## config.mk

```make
export PLATFORM = sky130hd
export DESIGN_NAME = gdrm_ctrl
export DESIGN_NICKNAME = d
export VERILOG_FILES = /design/src/gdrm_pkg.sv /design/src/gdrm_ctrl.sv
export SDC_FILE = /design/constraint.sdc
export NUM_CORES = 1
export LEC_CHECK = 0
export ABC_AREA = 1
export BUFFER_PORTS_ARGS = -buffer_cell sky130_fd_sc_hd__buf_4
export CAP_MARGIN = 30
export CORE_MARGIN = 2
export CORE_UTILIZATION = 32
export DETAILED_ROUTE_END_ITERATION = 16
export SLEW_MARGIN = 15
export SYNTH_ARGS = -nofsm -noshare
export SYNTH_HDL_FRONTEND = slang
export SYNTH_SLANG_ARGS = --single-unit
```

## constraint.sdc

```tcl
create_clock -name clk -period 2.05 [get_ports clk]
set_clock_uncertainty 0.2 [all_clocks]
set_input_delay 0.41 -clock clk [delete_from_list [all_inputs] [get_ports clk]]
set_output_delay 0.41 -clock clk [all_outputs]
set_load 0.1 [all_outputs]
```

## src/gdrm_pkg.sv

```systemverilog
`default_nettype none

package gdrm_pkg;

    // Default array limits
    localparam int DEF_MAX_GRID_W = 64;
    localparam int DEF_MAX_GRID_H = 64;
    localparam int DEF_MAX_RADIUS = 31;

    // Field widths
    localparam int COORD_W   = 32;
    localparam int RAD_W     = 5;
    localparam int GDIM_W    = 7;
    localparam int CSIZE_W   = 16;
    localparam int FOG_W     = 2;
    localparam int OP_W      = 2;
    localparam int CELL_W    = COORD_W + 1;      // floor quotient, signed
    localparam int IDX_W     = 2 * GDIM_W;       // row * width + column
    localparam int S_TDATA_W = 72;
    localparam int M_TDATA_W = 8;
    localparam int PADDR_W   = 4;
    localparam int PDATA_W   = 32;

    // Register reset values
    localparam logic [GDIM_W-1:0]  RST_GRID_W    = 7'd64;
    localparam logic [GDIM_W-1:0]  RST_GRID_H    = 7'd64;
    localparam logic [CSIZE_W-1:0] RST_CELL_SIZE = 16'd100;

    // Cell states
    localparam logic [FOG_W-1:0] FOG_UNEXPLORED = 2'd0;
    localparam logic [FOG_W-1:0] FOG_PARTIAL    = 2'd1;
    localparam logic [FOG_W-1:0] FOG_EXPLORED   = 2'd2;

    typedef enum logic [OP_W-1:0] {
        OP_CLEAR  = 2'd0,
        OP_REVEAL = 2'd1,
        OP_QUERY  = 2'd2,
        OP_NONE   = 2'd3
    } op_t;

    typedef enum logic [1:0] {
        REG_GRID_W    = 2'd0,
        REG_GRID_H    = 2'd1,
        REG_CELL_SIZE = 2'd2
    } reg_idx_t;

    typedef struct packed {
        logic [GDIM_W-1:0]  grid_w;
        logic [GDIM_W-1:0]  grid_h;
        logic [CSIZE_W-1:0] cell_size;
    } cfg_t;

    // Controller to datapath
    typedef struct packed {
        logic load;
        logic clr_write;
        logic set_ready;
        logic div_start;
        logic div_sel_y;
        logic latch_x;
        logic latch_y;
        logic scan_addr;
        logic scan_read;
        logic scan_write;
        logic q_cap;
        logic out_load;
    } dp_cmd_t;

    // Datapath to controller
    typedef struct packed {
        op_t  op;
        logic map_ready;
        logic div_done;
        logic clr_last;
        logic scan_last;
        logic out_busy;
    } dp_status_t;

endpackage

`default_nettype wire

```

## src/gdrm_ctrl.sv

```systemverilog
`default_nettype none

module gdrm_ctrl (
    input  wire logic                 clk,
    input  wire logic                 rst_n,
    input  wire logic                 s_axis_tvalid,
    output logic                      s_axis_tready,
    input  wire gdrm_pkg::dp_status_t st,
    output gdrm_pkg::dp_cmd_t         cmd
);
    import gdrm_pkg::*;

    typedef enum logic [3:0] {
        S_IDLE,
        S_DISPATCH,
        S_CLEAR,
        S_DIVX_GO,
        S_DIVX_WAIT,
        S_DIVY_GO,
        S_DIVY_WAIT,
        S_SC_ADDR,
        S_SC_READ,
        S_SC_WRITE,
        S_Q_CAP,
        S_DONE
    } state_t;

    state_t state_reg;
    state_t state_next;

    // Next state
    always_comb
    begin
        state_next = state_reg;
        case (state_reg)
            S_IDLE:
                if (s_axis_tvalid)
                    state_next = S_DISPATCH;
            S_DISPATCH:
                case (st.op)
                    OP_CLEAR:  state_next = S_CLEAR;
                    OP_REVEAL: state_next = st.map_ready ? S_DIVX_GO : S_DONE;
                    OP_QUERY:  state_next = st.map_ready ? S_DIVX_GO : S_DONE;
                    default:   state_next = S_DONE;
                endcase
            S_CLEAR:
                if (st.clr_last)
                    state_next = S_DONE;
            S_DIVX_GO:
                state_next = S_DIVX_WAIT;
            S_DIVX_WAIT:
                if (st.div_done)
                    state_next = S_DIVY_GO;
            S_DIVY_GO:
                state_next = S_DIVY_WAIT;
            S_DIVY_WAIT:
                if (st.div_done)
                    state_next = S_SC_ADDR;
            S_SC_ADDR:
                state_next = S_SC_READ;
            S_SC_READ:
                state_next = (st.op == OP_QUERY) ? S_Q_CAP : S_SC_WRITE;
            S_SC_WRITE:
                state_next = st.scan_last ? S_DONE : S_SC_ADDR;
            S_Q_CAP:
                state_next = S_DONE;
            S_DONE:
                if (!st.out_busy)
                    state_next = S_IDLE;
            default:
                state_next = S_IDLE;
        endcase
    end

    // Commands decoded from state
    always_comb
    begin
        cmd            = '0;
        cmd.load       = (state_reg == S_IDLE) && s_axis_tvalid;
        cmd.clr_write  = (state_reg == S_CLEAR);
        cmd.set_ready  = (state_reg == S_CLEAR) && st.clr_last;
        cmd.div_start  = (state_reg == S_DIVX_GO) || (state_reg == S_DIVY_GO);
        cmd.div_sel_y  = (state_reg == S_DIVY_GO);
        cmd.latch_x    = (state_reg == S_DIVX_WAIT) && st.div_done;
        cmd.latch_y    = (state_reg == S_DIVY_WAIT) && st.div_done;
        cmd.scan_addr  = (state_reg == S_SC_ADDR);
        cmd.scan_read  = (state_reg == S_SC_READ);
        cmd.scan_write = (state_reg == S_SC_WRITE);
        cmd.q_cap      = (state_reg == S_Q_CAP);
        cmd.out_load   = (state_reg == S_DONE) && !st.out_busy;
    end

    always_ff @(posedge clk or negedge rst_n)
    begin
        if (!rst_n)
            state_reg <= S_IDLE;
        else
            state_reg <= state_next;
    end

    assign s_axis_tready = (state_reg == S_IDLE);

    // Divider completes only while a wait state expects it
    a_div_done: assert property (@(posedge clk) disable iff (!rst_n)
        st.div_done |-> (state_reg == S_DIVX_WAIT || state_reg == S_DIVY_WAIT))
        else $error("divider done outside wait state");

    // The clear sweep runs only for a clear request
    a_clear_op: assert property (@(posedge clk) disable iff (!rst_n)
        (state_reg == S_CLEAR) |-> (st.op == OP_CLEAR))
        else $error("clear sweep for another request");

    // An accepted request is dispatched in the next cycle
    a_dispatch: assert property (@(posedge clk) disable iff (!rst_n)
        (s_axis_tvalid && s_axis_tready) |=> (state_reg == S_DISPATCH))
        else $error("accepted request not dispatched");

endmodule

`default_nettype wire

```

==> results.cfg <==
[status]
outcome = completed

[setup_path]
number_of_cells_on_the_worst_reg_to_reg_path = 8
crit_path_end = cmd[8]
cp-end-kind = primary output
reg_to_reg_startpoint = state_reg[3]$_DFFE_PN0P_
timing.critical_path.arrival_ns = 1.40
regToRegSetupSlack_ns = 0.53
critPathLaunchType = flip-flop
crit_path_top_delay_cell = sky130_fd_sc_hd__dfrtp_1
cp_cell_sequence = nor2_1, inv_1, o22ai_2, buf_8
path_class = flip-flop to primary output
startpoint = state_reg[2]$_DFFE_PN0P_
path_max_fanout = 4
timing.critical_path.slowest_cell_delay_ns = 0.39
crit_required_ns = 1.44
r2r-end = state_reg[3]$_DFFE_PN0P_

[floorplanning]
rows = 13
die_width_um = 41.8
design.core.area_um2 = 1320
pin_count = 23
die_y_um = 41.8
initial_utilization_pct = 34.7
area_of_the_die_um2 = 1750

[logic_synthesis]
post-synth-top-area-fraction_pct = 24.7
synth.yosys.seq_area_share_pct = 21.9
synth_seq_cells = 4
netlist.top_cell.by_area = sky130_fd_sc_hd__nand2_1
synth_fp_nets = 102
distinct_cell_type_count_after_synthesis = 11
yosysWarningCount = 0
synth_top_cells_by_area = sky130_fd_sc_hd__nand2_1 25%, sky130_fd_sc_hd__dfrtp_1 22%, sky130_fd_sc_hd__nor2_1 19%, sky130_fd_sc_hd__inv_1 16%, sky130_fd_sc_hd__ha_1 5.5%
synthesis.area_per_instance_um2 = 5.07
syn-instance-count = 90
synth_area_um2 = 457

[finish]
top_library_cells_by_usage_in_the_layout_fill_and_taps_aside = 28 x sky130_fd_sc_hd__nand2_1, 19 x sky130_fd_sc_hd__inv_1, 18 x sky130_fd_sc_hd__nor2_1, 11 x sky130_fd_sc_hd__buf_6, 10 x sky130_fd_sc_hd__buf_4
largest_reg_flops = 4
antenna-diode-count = 0
nets = 131
fin_cells = 133
syn2layout_area_growth_pct = 83.0
final_layout_size_suffix_gt1_share_pct = 34.7
final_common_cell = sky130_fd_sc_hd__nand2_1

[global_route]
largest_net_degree_at_the_start_of_global_routing = 8
grt.total_usage_pct = 15.4
grt_first_pass_wirelength_um = 2130
grt_pass1_vias = 540
gr-total-overflow = 0
antenna_violations_before_repair = 0

[drt]
route.detailed.wl_per_inst_um = 9.65
first_pass_iters = 4
post-route-drc-count = 0
vias_after_detailed_routing = 603
drt_wl_total_um = 1280
antenna_left = 0
detail_route.iter0.violations = 21
viasPerCell = 4.53

[sta]
tightestPinTransition_ns = 0.327
timing.final.hold_violations = 0
maxSlewHeadroom_pct = 78.2
hold-worst-slack_ns = 0.188
fmaxAchievable_mhz = 497
unrepaired_setup_endpoints_after_global_routing = yes
period_needed_ns = 2.01
finalCritPeriodShare_pct = 98.1
fin_setup_tns_ns = 0
setup_viol = 0
drv_slew = 0

[place]
gp_congestion = 0.781
portBuffers = 22
post-place-cells = 128
dp_hpwl_um = 1080

[clock_network]
clock_buffers_created_by_tritoncts = 3
post_cts_setup_bufs = 0
clk_pin_slew_worst_paths_ns = 0.04
worstSkewPairLatency_ns = 0.24
cell_chosen_for_the_clock_root = sky130_fd_sc_hd__clkbuf_4
cts_max_level = 1
clk_sinks = 4
cts_tree = built
cts_max_path_buffers = 2

[min_path]
min_path_type = primary input to flip-flop

[job]
drv.max_cap_violation_count = 0
stage by stage:
step / util, % / area (µm²) / setup WS (ns)
after global routing: 63.4 / 836 / -0.0748
final: 63.4 / 836 / 0.0394
after CTS: 59.6 / 786 / 0.00377
after global placement: 56.0 / 738 / 0.246
after floorplan: - / 547 / -0.193
after detailed placement: 56.0 / 738 / 0.219
worst max-delay path, delay by kind of cell, from the launching register on:
kind / cells / cell delay (ns)
DFF: 1 / 0.39
and+or+nand+nor: 1 / 0.20
buffers and inverters: 2 / 0.39
AOI/OAI and AO/OA: 1 / 0.20
routing by layer:
layer  part of all wire (%)  vias to the layer above  track usage, %
li1                       -                      320               -
met1                     45                      269            18.8
met2                     52                       14            27.5
met3                    3.4                        0            2.61
met4                      0                        0            3.87
met5                      0                        -               0
synth_stat cells:
| library cell | count |
|---|---|
| sky130_fd_sc_hd__dfrtp_1 | 4 |
| sky130_fd_sc_hd__ha_1 | 2 |
| sky130_fd_sc_hd__inv_1 | 19 |
| sky130_fd_sc_hd__inv_2 | 1 |
| sky130_fd_sc_hd__nand2_1 | 30 |
| sky130_fd_sc_hd__nand3_1 | 3 |
| sky130_fd_sc_hd__nor2_1 | 23 |
| sky130_fd_sc_hd__nor3_1 | 3 |
| sky130_fd_sc_hd__nor4_1 | 1 |
| sky130_fd_sc_hd__o21ai_0 | 3 |
| sky130_fd_sc_hd__o22ai_1 | 1 |
how the worst min path moves through the flow:
stage	end	slack, ns	start	depth (start not counted)
6_report	state_reg[2]$_DFFE_PN0P_	0.19	st[1]	2
5_1_grt	state_reg[2]$_DFFE_PN0P_	0.18	st[1]	2
4_1_cts	state_reg[2]$_DFFE_PN0P_	0.18	st[1]	2
3_5_place_dp	state_reg[3]$_DFFE_PN0P_	0.006	rst_n	1
3_3_place_gp	state_reg[2]$_DFFE_PN0P_	0.006	rst_n	1
2_1_floorplan	state_reg[0]$_DFFE_PN0P_	-0.09	rst_n	0
logic make-up after synthesis:
| kind of cell | Yosys count | synth area share, % |
|---|---|---|
| buffers and inverters | 20 | 16.4 |
| AND/OR/NAND/NOR | 60 | 51.5 |
| flip-flops | 4 | 21.9 |
| adder cells (fa/ha/maj) | 2 | 5.48 |
| AO/OA/AOI/OAI | 4 | 4.66 |
what timing repair did:
item,in CTS,in global routing
hold buffers,1,0
gates cloned,0,0
resized for setup,3,14
hold endpoints to repair,4,0
pin swaps,0,0
endpoints found under the setup margin,3,13
layout make-up:
cell class                      instances  area [µm²]
Clock buffer                            4        26.3
Fill cell                             129         482
Inverter                               20        75.1
Multi-Input combinational cell         66         374
Sequential cell                         4         103
Tap cell                               15        18.8
Timing Repair Buffer                   24         239
Power is not shown: default switching activity piles up to over one toggle a cycle in this logic, so the estimate is an artifact.
